==> src/design/hfbp_pkg.sv <==
`timescale 1ns / 1ps
`default_nettype none

package hfbp_pkg;

  // Register reset values and default frame size
  localparam logic [7:0] TIME_HEADER_RST   = 8'hAA;
  localparam logic [7:0] DATE_HEADER_RST   = 8'hCC;
  localparam int         PAYLOAD_BYTES_DEF = 3;

  // Configuration register indexes
  localparam logic [0:0] CFG_TIME_HEADER = 1'b0;
  localparam logic [0:0] CFG_DATE_HEADER = 1'b1;

  // Frame kind codes
  localparam logic KIND_TIME = 1'b0;
  localparam logic KIND_DATE = 1'b1;

  // Parser state
  typedef enum logic [1:0] {
    ST_HUNT = 2'd0,
    ST_TIME = 2'd1,
    ST_DATE = 2'd2
  } parse_state_t;

endpackage

`default_nettype wire

==> src/design/header_framed_byte_packet_parser_core.sv <==
`timescale 1ns / 1ps
`default_nettype none
// A frame's result is registered: it is valid in the cycle after its checksum byte transfer.
// Throughput: one byte per cycle while in_ready is high; the byte path is a single registered update.
// A result held by a low out_ready keeps in_ready low until it drains.
// Reset (rst, synchronous): back to hunting, result register empty,
// headers reload to 0xAA (time) and 0xCC (date).

module header_framed_byte_packet_parser_core #(
  parameter int PAYLOAD_BYTES = hfbp_pkg::PAYLOAD_BYTES_DEF
) (
  input  wire logic       clk,
  input  wire logic       rst,
  // configuration write port
  input  wire logic       cfg_wr_en,
  input  wire logic [0:0] cfg_index,
  input  wire logic [7:0] cfg_data,
  // byte input
  input  wire logic       in_valid,
  output logic            in_ready,
  input  wire logic [7:0] rx_byte,
  // frame result
  output logic            out_valid,
  input  wire logic       out_ready,
  output logic            frame_kind,
  output logic [7:0]      first_byte,
  output logic [7:0]      second_byte,
  output logic [7:0]      third_byte,
  output logic            sum_ok
);

  localparam int CNT_W = $clog2(PAYLOAD_BYTES + 1);
  localparam int IDX_W = (PAYLOAD_BYTES > 1) ? $clog2(PAYLOAD_BYTES) : 1;

  logic [7:0]             time_header;
  logic [7:0]             date_header;
  hfbp_pkg::parse_state_t state, state_next;
  logic [CNT_W-1:0]       byte_count, byte_count_next;
  logic [7:0]             running_sum, running_sum_next;
  logic [7:0]             payload [PAYLOAD_BYTES];
  logic                   in_fire;
  logic                   collect;
  logic                   emit;
  logic [7:0]             pay0, pay1, pay2;

  // Header registers
  always_ff @(posedge clk) begin
    if (rst) begin
      time_header <= hfbp_pkg::TIME_HEADER_RST;
      date_header <= hfbp_pkg::DATE_HEADER_RST;
    end else if (cfg_wr_en) begin
      if (cfg_index == hfbp_pkg::CFG_TIME_HEADER) time_header <= cfg_data;
      if (cfg_index == hfbp_pkg::CFG_DATE_HEADER) date_header <= cfg_data;
    end
  end

  // Accept a byte whenever the result register is free or draining
  assign in_ready = !out_valid || out_ready;
  assign in_fire  = in_valid && in_ready;

  // Next state, counters and sum
  always_comb begin
    state_next       = state;
    byte_count_next  = byte_count;
    running_sum_next = running_sum;
    collect          = 1'b0;
    emit             = 1'b0;
    if (in_fire) begin
      unique case (state)
        hfbp_pkg::ST_TIME, hfbp_pkg::ST_DATE: begin
          if (byte_count < CNT_W'(PAYLOAD_BYTES)) begin
            collect          = 1'b1;
            byte_count_next  = byte_count + CNT_W'(1);
            running_sum_next = running_sum + rx_byte;
          end else begin
            // checksum byte closes the frame
            emit             = 1'b1;
            state_next       = hfbp_pkg::ST_HUNT;
            byte_count_next  = '0;
            running_sum_next = '0;
          end
        end
        default: begin
          // hunting: time header wins when both headers match
          if (rx_byte == time_header)      state_next = hfbp_pkg::ST_TIME;
          else if (rx_byte == date_header) state_next = hfbp_pkg::ST_DATE;
          else                             state_next = hfbp_pkg::ST_HUNT;
          byte_count_next  = '0;
          running_sum_next = '0;
        end
      endcase
    end
  end

  // State register
  always_ff @(posedge clk) begin
    if (rst) begin
      state       <= hfbp_pkg::ST_HUNT;
      byte_count  <= '0;
      running_sum <= '0;
    end else begin
      state       <= state_next;
      byte_count  <= byte_count_next;
      running_sum <= running_sum_next;
    end
  end

  // Payload byte store
  always_ff @(posedge clk) begin
    if (collect) payload[byte_count[IDX_W-1:0]] <= rx_byte;
  end

  // Output taps; bytes beyond the frame size read as zero
  assign pay0 = payload[0];
  generate
    if (PAYLOAD_BYTES > 1) begin : g_pay1
      assign pay1 = payload[1];
    end else begin : g_no_pay1
      assign pay1 = '0;
    end
    if (PAYLOAD_BYTES > 2) begin : g_pay2
      assign pay2 = payload[2];
    end else begin : g_no_pay2
      assign pay2 = '0;
    end
  endgenerate

  // Result register
  always_ff @(posedge clk) begin
    if (rst) begin
      out_valid <= 1'b0;
    end else if (emit) begin
      out_valid <= 1'b1;
    end else if (out_ready) begin
      out_valid <= 1'b0;
    end
  end

  always_ff @(posedge clk) begin
    if (emit) begin
      frame_kind  <= (state == hfbp_pkg::ST_DATE) ? hfbp_pkg::KIND_DATE
                                                  : hfbp_pkg::KIND_TIME;
      first_byte  <= pay0;
      second_byte <= pay1;
      third_byte  <= pay2;
      sum_ok      <= (running_sum == rx_byte);
    end
  end

  // Checks
  a_no_drop: assert property (@(posedge clk) disable iff (rst)
    out_valid && !out_ready |-> !in_ready)
    else $error("byte taken while result stalled");

  a_result_src: assert property (@(posedge clk) disable iff (rst)
    $rose(out_valid) |-> $past(in_valid && in_ready && state != hfbp_pkg::ST_HUNT))
    else $error("result without a closing checksum byte");

  a_count_range: assert property (@(posedge clk) disable iff (rst)
    byte_count <= CNT_W'(PAYLOAD_BYTES))
    else $error("byte count past frame size");

  a_hunt_clear: assert property (@(posedge clk) disable iff (rst)
    state == hfbp_pkg::ST_HUNT |-> byte_count == '0 && running_sum == '0)
    else $error("frame state not cleared while hunting");

endmodule

`default_nettype wire
==> config.mk <==
export PLATFORM = sky130hd
export DESIGN_NAME = header_framed_byte_packet_parser_core
export DESIGN_NICKNAME = d
export VERILOG_FILES = /design/src/design/hfbp_pkg.sv /design/src/design/header_framed_byte_packet_parser_core.sv
export SDC_FILE = /design/constraint.sdc
export NUM_CORES = 1
export LEC_CHECK = 0
export BUFFER_PORTS_ARGS = -buffer_cell sky130_fd_sc_hd__clkbuf_2
export CORE_MARGIN = 4
export CORE_UTILIZATION = 50
export CTS_CLUSTER_DIAMETER = 30
export DETAILED_ROUTE_END_ITERATION = 10
export PLACE_DENSITY = 0.72
export SLEW_MARGIN = 20
export SYNTH_ARGS = -nofsm -noshare
export SYNTH_HDL_FRONTEND = slang
export SYNTH_SLANG_ARGS = --single-unit
==> constraint.sdc <==
create_clock -name clk -period 3.7 [get_ports clk]
set_input_delay 0.74 -clock clk [delete_from_list [all_inputs] [get_ports clk]]
set_output_delay 0.74 -clock clk [all_outputs]
set_load 0.01 [all_outputs]
Word-level counts from Yosys, hierarchy flattened

Memories as Yosys holds them, arrays and structs flattened. A register that Yosys moved wholly into a read port is not among the register bits.
Index checks and enable logic that the tools add are counted.

Bitwise gates (word level): 1
Order comparisons: 1
Add/sub/neg operators: 2
Multiplexer cells: 19
Reduce and logical (&&, ||, !) cells: 8
Equal/unequal tests: 6

Operators with widths:

| cell                                                             | count |
|---|---|
| 8-bit == test                                                    | 3 |
| 8-bit two-way mux                                                | 2 |
| 2-bit two-way mux                                                | 6 |
| 1-bit two-way mux                                                | 11 |
| 8-bit adder                                                      | 1 |
| 2-bit AND reduction                                              | 3 |
| 2-bit by 1-bit adder with 2-bit output (second input constant)   | 1 |
| 2-bit by 1-bit == test with 1-bit output (second input constant) | 1 |
| 2-bit == test (second input constant)                            | 1 |
| 2-bit < comparator (second input constant)                       | 1 |
| 2-bit inequality test (second input constant)                    | 1 |
| 2-bit nonzero test                                               | 1 |
| 2-bit OR reduction                                               | 1 |
| 1-bit logical AND                                                | 1 |
| 1-bit zero test                                                  | 1 |
| 1-bit logical OR                                                 | 1 |
| 1-bit inverter                                                   | 1 |

Memory bits (writable): 24
Output and inout bits: 28
Input port bits: 22
Register bits: 31
Word-level logic and storage cells: 46
Memories kept: 1

Memories:

| memory  | words | width | rd ports | clocked after memory_dff | wr ports | line                                        | text |
|---|---|---|---|---|---|---|---|
| payload | 3     | 8     | 3        | 3                        | 1        | header_framed_byte_packet_parser_core.sv:40 | `logic [7:0] payload [PAYLOAD_BYTES];` |

Depth between registers and ports, before layout

Gate-level depths: netlist of the first run.

Depth in word-level cells: 6
Depth in mapped cells: 8

Worst setup path before layout of the first run

OpenSTA, ideal clock, no wires.

Path kind: input to register
From: input rx_byte[0]
To: register running_sum[6]
Data required time: 3.572 ns
Slack: 1.408 ns
Library setup time: 0.128 ns
Data arrival time: 2.164 ns
Stages: 8
Path buffers: 0
Path through: ha_1 > fa_1 > a21o_1 > a21oi_1 > o21bai_1 > a21oi_1 > xor2_1 > o31ai_1

Cells in the longest elaborated chain, start to end: 3

Ends and longest elaborated chain:

| what                 | line                                         | text |
|---|---|---|
| from (decl)          | header_framed_byte_packet_parser_core.sv:21  | `input wire logic [7:0] rx_byte,` |
| 8-bit adder          | header_framed_byte_packet_parser_core.sv:74  | `running_sum_next = running_sum + rx_byte;` |
| 8-bit two-way mux    | header_framed_byte_packet_parser_core.sv:71  | `if (byte_count < CNT_W'(PAYLOAD_BYTES)) begin` |
| 8-bit two-way mux    | header_framed_byte_packet_parser_core.sv:69  | `unique case (state)` |
| to (signal assigned) | header_framed_byte_packet_parser_core.sv:104 | `running_sum <= running_sum_next;` |
| to (decl)            | header_framed_byte_packet_parser_core.sv:39  | `logic [7:0] running_sum, running_sum_next;` |

No other way between the ends.
A chain may end at the register's enable or synchronous reset.

Worst setup path in the final report of the first run

Same ends and word-level chain as after synthesis.

==> results of run 1 <==
==> flip-flops by register name, indices dropped and copies added, names as in the netlist <==
register and flops:
byte_count 2, date_header 8, first_byte 8, frame_kind 1, out_valid 1, payload 24
running_sum 8, second_byte 8, state 2, sum_ok 1, third_byte 8, time_header 8
==> cell usage in the layout (no fill, tap or decap), drive strengths merged, types with 2 or more instances in the layout <==
cell type,Yosys,layout
nor4,2,2
clkbuf,8,58
a22oi,6,6
nor2b,2,2
a211o,4,4
and2,4,4
nor3,5,5
clkinv,0,3
nand3,6,6
nand2b,2,2
ha,12,12
dfxtp,29,29
xor2,2,2
and3,4,4
nand3b,6,6
o21bai,2,2
inv,6,8
nand4,4,4
xnor2,20,20
nor2,12,12
edfxtp,50,50
a21oi,18,18
a21o,2,2
nand2,26,26
o21ai,4,4
==> worst max-delay path: stages <==
cell and delay, ns:
clkbuf_2 0.15, ha_1 0.27, fa_1 0.41, a21o_1 0.17
a21oi_1 0.21, o21bai_1 0.09, a21oi_1 0.17, xor2_1 0.18
o31ai_1 0.08
==> metal layers <==
| layer | up-vias | GRT usage | part of all wire | wire length [microns] |
|---|---|---|---|---|
| met1 | 951 | 0.195 | 0.44 | 2500 |
| met3 | 10 | 0.0405 | 0.055 | 311 |
| met2 | 54 | 0.272 | 0.49 | 2780 |
| met5 | - | 0 | 0 | 0 |
| met4 | 0 | 0.0795 | 0.020 | 116 |
| li1 | 998 | - | - | - |
==> power by group <==
part           internal, mW  leakage [nW]  switching, mW
combinational        0.0371         0.620         0.0494
sequential            0.939         0.691        0.00689
clock                 0.319         0.100          0.320
total                  1.30          1.41          0.376
==> cell families (layout without fill, tap and decap cells) <==
family,Yosys count,count (layout),share of synthesized area
AND/OR/NAND/NOR,76,76,0.123
flip-flops,79,79,0.653
XOR/XNOR,22,22,0.0604
multiplexers,1,1,0.00353
adder cells (fa/ha/maj),13,13,0.0533
AO/OA/AOI/OAI,40,40,0.0812
buffers and inverters,15,72,0.0263
==> Yosys cell counts, types with 2 or more instances <==
cell type,count,area (sq um)
o21ai_0,3,15.0
nand2_1,26,97.6
dfxtp_1,29,581
o21bai_1,2,15.0
nand4_1,4,25.0
inv_1,6,22.5
and2_1,4,25.0
xor2_1,2,17.5
nor3_1,4,20.0
nor4_1,2,12.5
and3_1,4,25.0
clkbuf_1,6,22.5
clkbuf_8,2,27.5
nand3_1,6,30.0
a21oi_1,18,90.1
a21o_1,2,15.0
nor2b_1,2,12.5
edfxtp_1,50,1500
ha_1,12,150
a22oi_1,6,45.0
a211o_1,4,35.0
xnor2_1,20,175
nor2_1,12,45.0
nand3b_1,6,45.0
==> cell type report <==
cell class,count,area share
multi-input cells,152,0.278
inverters,6,0.00612
repair buffers,50,0.0687
flip-flops and latches,79,0.566
well taps,75,0.0255
clock buffers,9,0.0337
clock inverters,7,0.0221
==> worst min path at each step <==
stage	end	from
after floorplan	first_byte[0]	payload[0][0]
after detailed placement	first_byte[6]	payload[0][6]
after global routing	second_byte[6]	payload[1][6]
final	second_byte[6]	payload[1][6]
after global placement	second_byte[6]	payload[1][6]
after CTS	second_byte[6]	payload[1][6]
==> run metrics, run 1 <==
status=finished clean; EDFF count, synth=50; Reg area=2080 sq um; CP Class=in -> reg; Setup violations, final=0; reg2reg path depth=4; gr ovfl total=0; worst skew pair latency=0.35 ns; clock sink count=79; antenna violations before repair=0; # fillers=485; H-tree depth=3; P per Cell Area=454 nW/um^2; Setup Buffers After CTS=0; gpl congestion=0.820; Vias/cell=5.33; routed wire length=5700 microns; critical path data required time=3.91 ns; global-route wire length before repair=9340 microns; Tmin final=2.26 ns; unrepaired setup endpoints after global routing=no; CTS resizes=0; Synth Register Bits=79; final setup margin=1.44 ns; startpoint types=input pin; via count of the routed design=2,013; row count=28; Yosys cell types=38; Tot Pwr=1.67 mW; Nets=333; Slew @ Worst Pin=0.989 ns; P&R area growth vs syn=15.4%; DP HPWL=4080 microns; Final ANT Viol Nets=0; register area share after synthesis=0.653; Main synth FF type=edfxtp_1; Max Buffers Root-to-Sink=2; Place WS=1.09 ns; detailed-router iteration count before antenna repair=4; reg2reg start=state[0]; worst setup path startpoint=rx_byte[0]; Worst Path Arrival=2.47 ns; number of global-route vias before repair=1,990; Fin Hold WS=0.414 ns; CTS buffer count=9; Initial Utilization=0.526; Slew Viols, Final=0; Synthesis Warnings=0; ys async rst share=0; Worst Setup End Kind=flip-flop; cell area after placement=3480 sq um; Ports=50; synthesized netlist cell count=246; Die X=87.9 microns; Core Area=6060 sq um; Final Non-Filler Cells=378; share of layout cells above drive strength 1=0.234; Worst Setup EP=running_sum[6]; max-cap violations=0; largest net degree at the start of global routing=31; R2R Path End=first_byte[6]; worst min path class=reg -> reg; Mapped Avg Cell Area=13.0 sq um; Starting DRT DRC Count=110; P_leak=1.41 nW; Hold Crit Depth=0; DRC Markers=0; maximum clock rate=0.443 GHz; CTS tree=done; R2R Setup Slk=1.62 ns; gr usage total=0.162; Worst-path clk slew=0.08 ns; placed cell count=362; Die ar.=7720 sq um; die boundary height=87.9 microns; crit share post-route=0.610; post-layout util=0.607; skew final=0.00900 ns; Syn Nets=281; setup TNS=0 ns; # diodes=0; multi-input logic area=1020 sq um; Rel. slew slack=0.340; Post-Syn Area=3190 sq um; crit path max fanout=6; Port Buffers=49; Final Hold Viols=0; design area=3680 sq um; clock root buffer=clkbuf_8; WL/cell=15.1 microns; worst vdd ir=0.399 mV; CTS Hold Buffers Added=0
(Power assumes the default switching activity.)
==> inputs of run 2 (changes only) <==
--- a/config.mk
+++ b/config.mk
@@ -10,7 +10,7 @@
 export CORE_UTILIZATION = 50
 export CTS_CLUSTER_DIAMETER = 30
 export DETAILED_ROUTE_END_ITERATION = 10
-export PLACE_DENSITY = 0.72
+export PLACE_DENSITY = 0.75
 export SLEW_MARGIN = 20
 export SYNTH_ARGS = -nofsm -noshare
 export SYNTH_HDL_FRONTEND = slang
==> constraint.sdc (replaced) <==
create_clock -name clk -period 2 [get_ports clk]
set_input_delay 0.4 -clock clk [delete_from_list [all_inputs] [get_ports clk]]
set_output_delay 0.4 -clock clk [all_outputs]
set_load 0.01 [all_outputs]
==> run 2 against run 1 <==
Net effect: routed wire length rose by 1.8%; core utilization rose by 2.5 points; final area rose by 4.0%; flip-flop and latch count did not move; hold slack got worse by 0.14 ns; combinational power rose by 110%; clock power rose by 77%; first-iteration DRC count fell by 24%; sequential power rose by 85%; clock-buffer cell count rose by 3; highest routed layer unchanged; power rose by 83%.
==> run metrics, run 2 (synthesized netlist as in run 1, its figures left out) <==
worst min path class=in -> reg (was reg -> reg); Worst-path clk slew=0.08 ns (about the same); WL/cell=14.7 microns (was 15.1 microns); Ports=50 (unchanged); CP bufs+invs=0 (was 1); die boundary height=87.9 microns (unchanged); Max Buffers Root-to-Sink=2 (unchanged); crit path max fanout=2 (was 6); DRC Markers=0 (unchanged); CTS tree=done (unchanged); Place WS=-0.125 ns (was 1.09 ns); P per Cell Area=798 nW/um^2 (was 454 nW/um^2); setup TNS=0 ns (unchanged); reg2reg start=running_sum[0] (was state[0]); crit share post-route=0.937; final setup margin=0.127 ns (was 1.44 ns); Rel. slew slack=0.615 (was 0.340); global-route wire length before repair=9610 microns (was 9340 microns); Worst Setup End Kind=flip-flop (unchanged); largest net degree at the start of global routing=31 (unchanged); Die X=87.9 microns (unchanged); clock network power share=0.369 (was 0.382); Core Area=6060 sq um (unchanged); delay-heaviest family, CP=compound AO/OA/AOI/OAI gates (unchanged); worst skew pair latency=0.34 ns (was 0.35 ns); post-layout util=0.632 (was 0.607); Slew @ Worst Pin=0.577 ns (was 0.989 ns); P&R area growth vs syn=20.0% (was 15.4%); P_leak=1.50 nW (was 1.41 nW); Tmin final=1.87 ns; CP peak stage delay=0.39 ns (was 0.41 ns); Slew Viols, Final=0 (unchanged); gr usage total=0.167 (was 0.162); row count=28 (unchanged); via count of the routed design=2,053 (was 2,013); share of layout cells above drive strength 1=0.271 (was 0.234); Slowest-stage cell, CP=fa_1 (unchanged); gr ovfl total=0 (unchanged); max reg flops=24 (unchanged); Comb pwr share=0.059 (was 0.052); Initial Utilization=0.526 (unchanged); Die ar.=7720 sq um (unchanged); CTS resizes=0 (unchanged); CP Cell Sequence=ha_1 > fa_1 > a21o_1 > a21oi_2 > o21bai_1 > a21oi_1 > xor2_1 > o31ai_1 (was clkbuf_2 > ha_1 > fa_1 > a21o_1 > a21oi_1 > o21bai_1 > a21oi_1 > xor2_1 > o31ai_1); Worst Path Arrival=2.08 ns (was 2.47 ns); Setup violations, final=0 (unchanged); Port Buffers=49 (unchanged); NetSw=650 uW (was 376 uW); H-tree depth=3 (unchanged); number of global-route vias before repair=2,087 (was 1,990); R2R Setup Slk=0.13 ns (was 1.62 ns); Tot Pwr=3.06 mW (was 1.67 mW); DP HPWL=4420 microns (was 4080 microns); CTS Hold Buffers Added=0 (unchanged); unrepaired setup endpoints after global routing=no (unchanged); sequential share of power=0.573 (was 0.566); max-cap violations=0 (unchanged); Hold Crit Depth=3 (was 0); critical path data required time=2.21 ns (was 3.91 ns); internal power=2.41 mW (was 1.30 mW); Sw Share=0.213 (was 0.225); worst vdd ir=0.513 mV (was 0.399 mV); Vias/cell=5.18 (was 5.33); Starting DRT DRC Count=84 (was 110); clock sink count=79 (unchanged); skew final=0.00892 ns (was 0.00900 ns); clock root buffer=clkbuf_8 (unchanged); Nets=351 (was 333); reg2reg path depth=8 (was 4); startpoint types=flip-flop (was input pin); most frequent cells in the layout=edfxtp_1, clkbuf_2, dfxtp_1 (unchanged); gpl congestion=0.880 (was 0.820); maximum clock rate=0.534 GHz; routed wire length=5810 microns (was 5700 microns); Final ANT Viol Nets=0 (unchanged); antenna violations before repair=0 (unchanged); CP Class=reg -> reg (was in -> reg); R2R Path End=running_sum[6] (was first_byte[6]); most common cell after layout, fill and taps aside=edfxtp_1 (unchanged); Setup Buffers After CTS=0 (unchanged); Worst Hold Launch=cfg_data[3] (was payload[1][6]); status=finished clean (unchanged); # diodes=0 (unchanged); detailed-router iteration count before antenna repair=4 (unchanged); CTS buffer count=9 (unchanged); Final Hold Viols=0 (unchanged); hold path endpoint=time_header[3] (was second_byte[6])
-- run 2: how the worst max path moves through the flow --
stage,startpoint,end,slack [ns],cells past startpoint
after floorplan,rx_byte[0],running_sum[6],0.05,8
after global placement,rx_byte[0],running_sum[6],-0.06,9
after detailed placement,rx_byte[0],running_sum[6],-0.13,9
after CTS,running_sum[0],running_sum[6],0.09,8
after global routing,running_sum[0],running_sum[6],0.01,8
final,running_sum[0],running_sum[6],0.13,8
-- run 2: through the flow --
step                std cells  hold slack [ns]  area [sq um]
CTS                       396            0.267          3830
global route              396            0.284          3830
finish                    396            0.278          3830
global placement          380            0.402          3640
floorplan                 246            0.400          3190
detailed placement        380            0.406          3640
-- run 2: final cells by class --
cell class,count,area (sq um)
fill,485,2230
sequential,79,2080
multi-input combinational,152,1030
timing repair buffer,68,413
clock buffer,12,135
tap,75,93.8
clock inverter,4,55.1
inverter,6,22.5
-- run 2: worst register-to-register path: cells and delay by family (launching register included) --
family,cells,cell delay [ns]
AO/OA/AOI/OAI,5,0.66
adder cells (fa/ha/maj),2,0.60
flip-flops,1,0.32
XOR/XNOR,1,0.16
-- run 2: power by group through the flow --
| stage | Clock, mW | Combinational [mW] | Sequential (mW) |
|---|---|---|---|
| 3_3_place_gp | 0 | 0.176 | 1.79 |
| 4_1_cts | 1.15 | 0.180 | 1.75 |
| 5_1_grt | 1.25 | 0.200 | 1.75 |
| 3_5_place_dp | 0 | 0.180 | 1.79 |
| 6_report | 1.13 | 0.179 | 1.75 |
| 2_1_floorplan | 0 | 0.110 | 1.79 |
-- run 2: layer usage --
layer | part of all wire | global-route usage | vias to the layer above | routed length, microns
met2 | 0.50 | 0.290 | 51 | 2900
met3 | 0.049 | 0.0339 | 13 | 287
met5 | 0 | 0 | - | 0
met4 | 0.024 | 0.0879 | 0 | 142
li1 | - | - | 1026 | -
met1 | 0.43 | 0.194 | 963 | 2480
==> inputs of run 3 (changes only) <==
--- a/config.mk
+++ b/config.mk
@@ -6,6 +6,7 @@
 export NUM_CORES = 1
 export LEC_CHECK = 0
 export BUFFER_PORTS_ARGS = -buffer_cell sky130_fd_sc_hd__clkbuf_2
+export CORE_ASPECT_RATIO = 0.75
 export CORE_MARGIN = 4
 export CORE_UTILIZATION = 50
 export CTS_CLUSTER_DIAMETER = 30
==> run 3 against run 2 <==
Net effect: core utilization is 0.62 points higher; worst setup slack got worse by 0.014 ns; critical path type unchanged; power down 0.67%; sequential power barely moved; clock skew is 0.0050 ns higher; clock power about the same; final cell count is 1.0% higher; hold slack worse by 0.0089 ns; final area barely moved; maximum frequency down 0.72%; critical endpoint unchanged.
==> run metrics, run 3 (synthesized netlist as in run 1, its figures left out) <==
clock sink count=79 (unchanged); maximum clock rate=0.530 GHz (was 0.534 GHz); via count of the routed design=2,045 (was 2,053); CTS buffer count=9 (unchanged); Port Buffers=49 (unchanged); worst skew pair latency=0.36 ns (was 0.34 ns); CTS Hold Buffers Added=0 (unchanged); Max Buffers Root-to-Sink=2 (unchanged); P_leak=1.49 nW (was 1.50 nW); skew final=0.0140 ns (was 0.00892 ns); gpl congestion=0.888 (was 0.880); most common cell after layout, fill and taps aside=edfxtp_1 (unchanged); CTS tree=done (unchanged); gr ovfl total=0 (unchanged); Nets=352 (was 351); setup TNS=0 ns (unchanged); CP Class=reg -> reg (unchanged); CP peak stage delay=0.35 ns (was 0.39 ns); Worst Setup End Kind=flip-flop (unchanged); status=finished clean (unchanged); Ports=50 (unchanged); clock root buffer=clkbuf_8 (unchanged); DP HPWL=4480 microns (was 4420 microns); Fin Hold WS=0.269 ns (was 0.278 ns); Worst-path clk slew=0.09 ns (was 0.08 ns); Initial Utilization=0.531 (was 0.526); unrepaired setup endpoints after global routing=no (unchanged); Tmin final=1.89 ns (was 1.87 ns); largest net degree at the start of global routing=31 (unchanged); Starting DRT DRC Count=75 (was 84); Core Area=6010 sq um (was 6060 sq um); detailed-router iteration count before antenna repair=5 (was 4); Vias/cell=5.11 (was 5.18); DRC Markers=0 (unchanged); Slew Viols, Final=0 (unchanged); Die X=100 microns (was 87.9 microns); Setup Buffers After CTS=0 (unchanged); Rel. slew slack=0.605 (was 0.615); antenna violations before repair=0 (unchanged); row count=24 (was 28); P per Cell Area=792 nW/um^2 (was 798 nW/um^2); most frequent cells in the layout=edfxtp_1, clkbuf_2, dfxtp_1 (unchanged); H-tree depth=3 (unchanged); Final ANT Viol Nets=0 (unchanged); CTS resizes=0 (unchanged); die boundary height=77.2 microns (was 87.9 microns); Worst Path Arrival=2.15 ns (was 2.08 ns); share of layout cells above drive strength 1=0.292 (was 0.271); worst vdd ir=0.614 mV (was 0.513 mV); Slew @ Worst Pin=0.592 ns (was 0.577 ns); crit path max fanout=2 (unchanged); Slowest-stage cell, CP=fa_2 (was fa_1); startpoint types=flip-flop (unchanged); number of global-route vias before repair=2,009 (was 2,087); Final Hold Viols=0 (unchanged); Setup violations, final=0 (unchanged); max reg flops=24 (unchanged); worst min path class=in -> reg (unchanged); P&R area growth vs syn=20.1% (was 20.0%); Die ar.=7740 sq um (was 7720 sq um); max-cap violations=0 (unchanged); critical path data required time=2.26 ns (was 2.21 ns); # fillers=490 (was 485); # diodes=0 (unchanged); CP Cell Sequence=ha_1 > fa_2 > a21o_1 > a21oi_2 > o21bai_1 > a21oi_1 > xor2_1 > o31ai_1 (was ha_1 > fa_1 > a21o_1 > a21oi_2 > o21bai_1 > a21oi_1 > xor2_1 > o31ai_1); global-route wire length before repair=9890 microns (was 9610 microns); WL/cell=15.2 microns (was 14.7 microns); gr usage total=0.168 (was 0.167); crit share post-route=0.943 (was 0.937); routed wire length=6100 microns (was 5810 microns)
run 3: worst max-delay path: cells and delay by family, from the launching register on:
family,cells,cell delay [ns]
adders and majority gates,2,0.56
AOI/OAI and AO/OA,5,0.80
xor gates and xnor gates,1,0.09
DFF,1,0.32
run 3: area by class of cell:
cell class                 instances  area (sq um)  share of cell area
clock buffer                      10           138              0.0359
clock inverter                     6          51.3              0.0134
tap                               78          97.6              0.0255
timing repair buffer              69           408               0.106
inverter                           6          22.5             0.00588
sequential                        79          2080               0.543
multi-input combinational        152          1030               0.270
run 3: power breakdown:
| group | internal, mW | switching (mW) | total (mW) |
|---|---|---|---|
| combinational | 0.0854 | 0.0986 | 0.184 |
| clock | 0.498 | 0.603 | 1.10 |
| sequential | 1.74 | 0.0141 | 1.75 |
run 3: final timing paths:
| path | startpoint | to | slack, ns | depth (start not counted) |
|---|---|---|---|---|
| worst max register to register | running_sum[0] | running_sum[6] | 0.11 | 8 |
| worst min register to register | payload[0][6] | first_byte[6] | 0.42 | 0 |
| worst min-delay path | cfg_data[7] | time_header[7] | 0.27 | 3 |
| worst max-delay path | running_sum[0] | running_sum[6] | 0.11 | 8 |
run 3: through the flow:
| step | util | cells | worst slack [ns] | power, mW | instance area, sq um |
|---|---|---|---|---|---|
| 6_report | 0.638 | 400 | 0.113 | 3.04 | 3830 |
| 5_1_grt | 0.638 | 400 | 0.00660 | 3.16 | 3830 |
| 4_1_cts | 0.637 | 400 | 0.0691 | 3.06 | 3820 |
| 3_5_place_dp | 0.605 | 384 | -0.116 | 1.97 | 3630 |
| 3_3_place_gp | 0.605 | 384 | -0.0680 | 1.96 | 3630 |
| 2_1_floorplan | - | 246 | 0.0484 | 1.90 | 3190 |
run 3: per-layer routing:
layer,part of all wire,routed length (microns),up-vias,GRT usage
li1,-,-,1028,-
met1,0.45,2740,943,0.218
met2,0.45,2730,64,0.259
met3,0.087,529,10,0.0671
met4,0.016,97,0,0.0511
met5,0,0,-,0
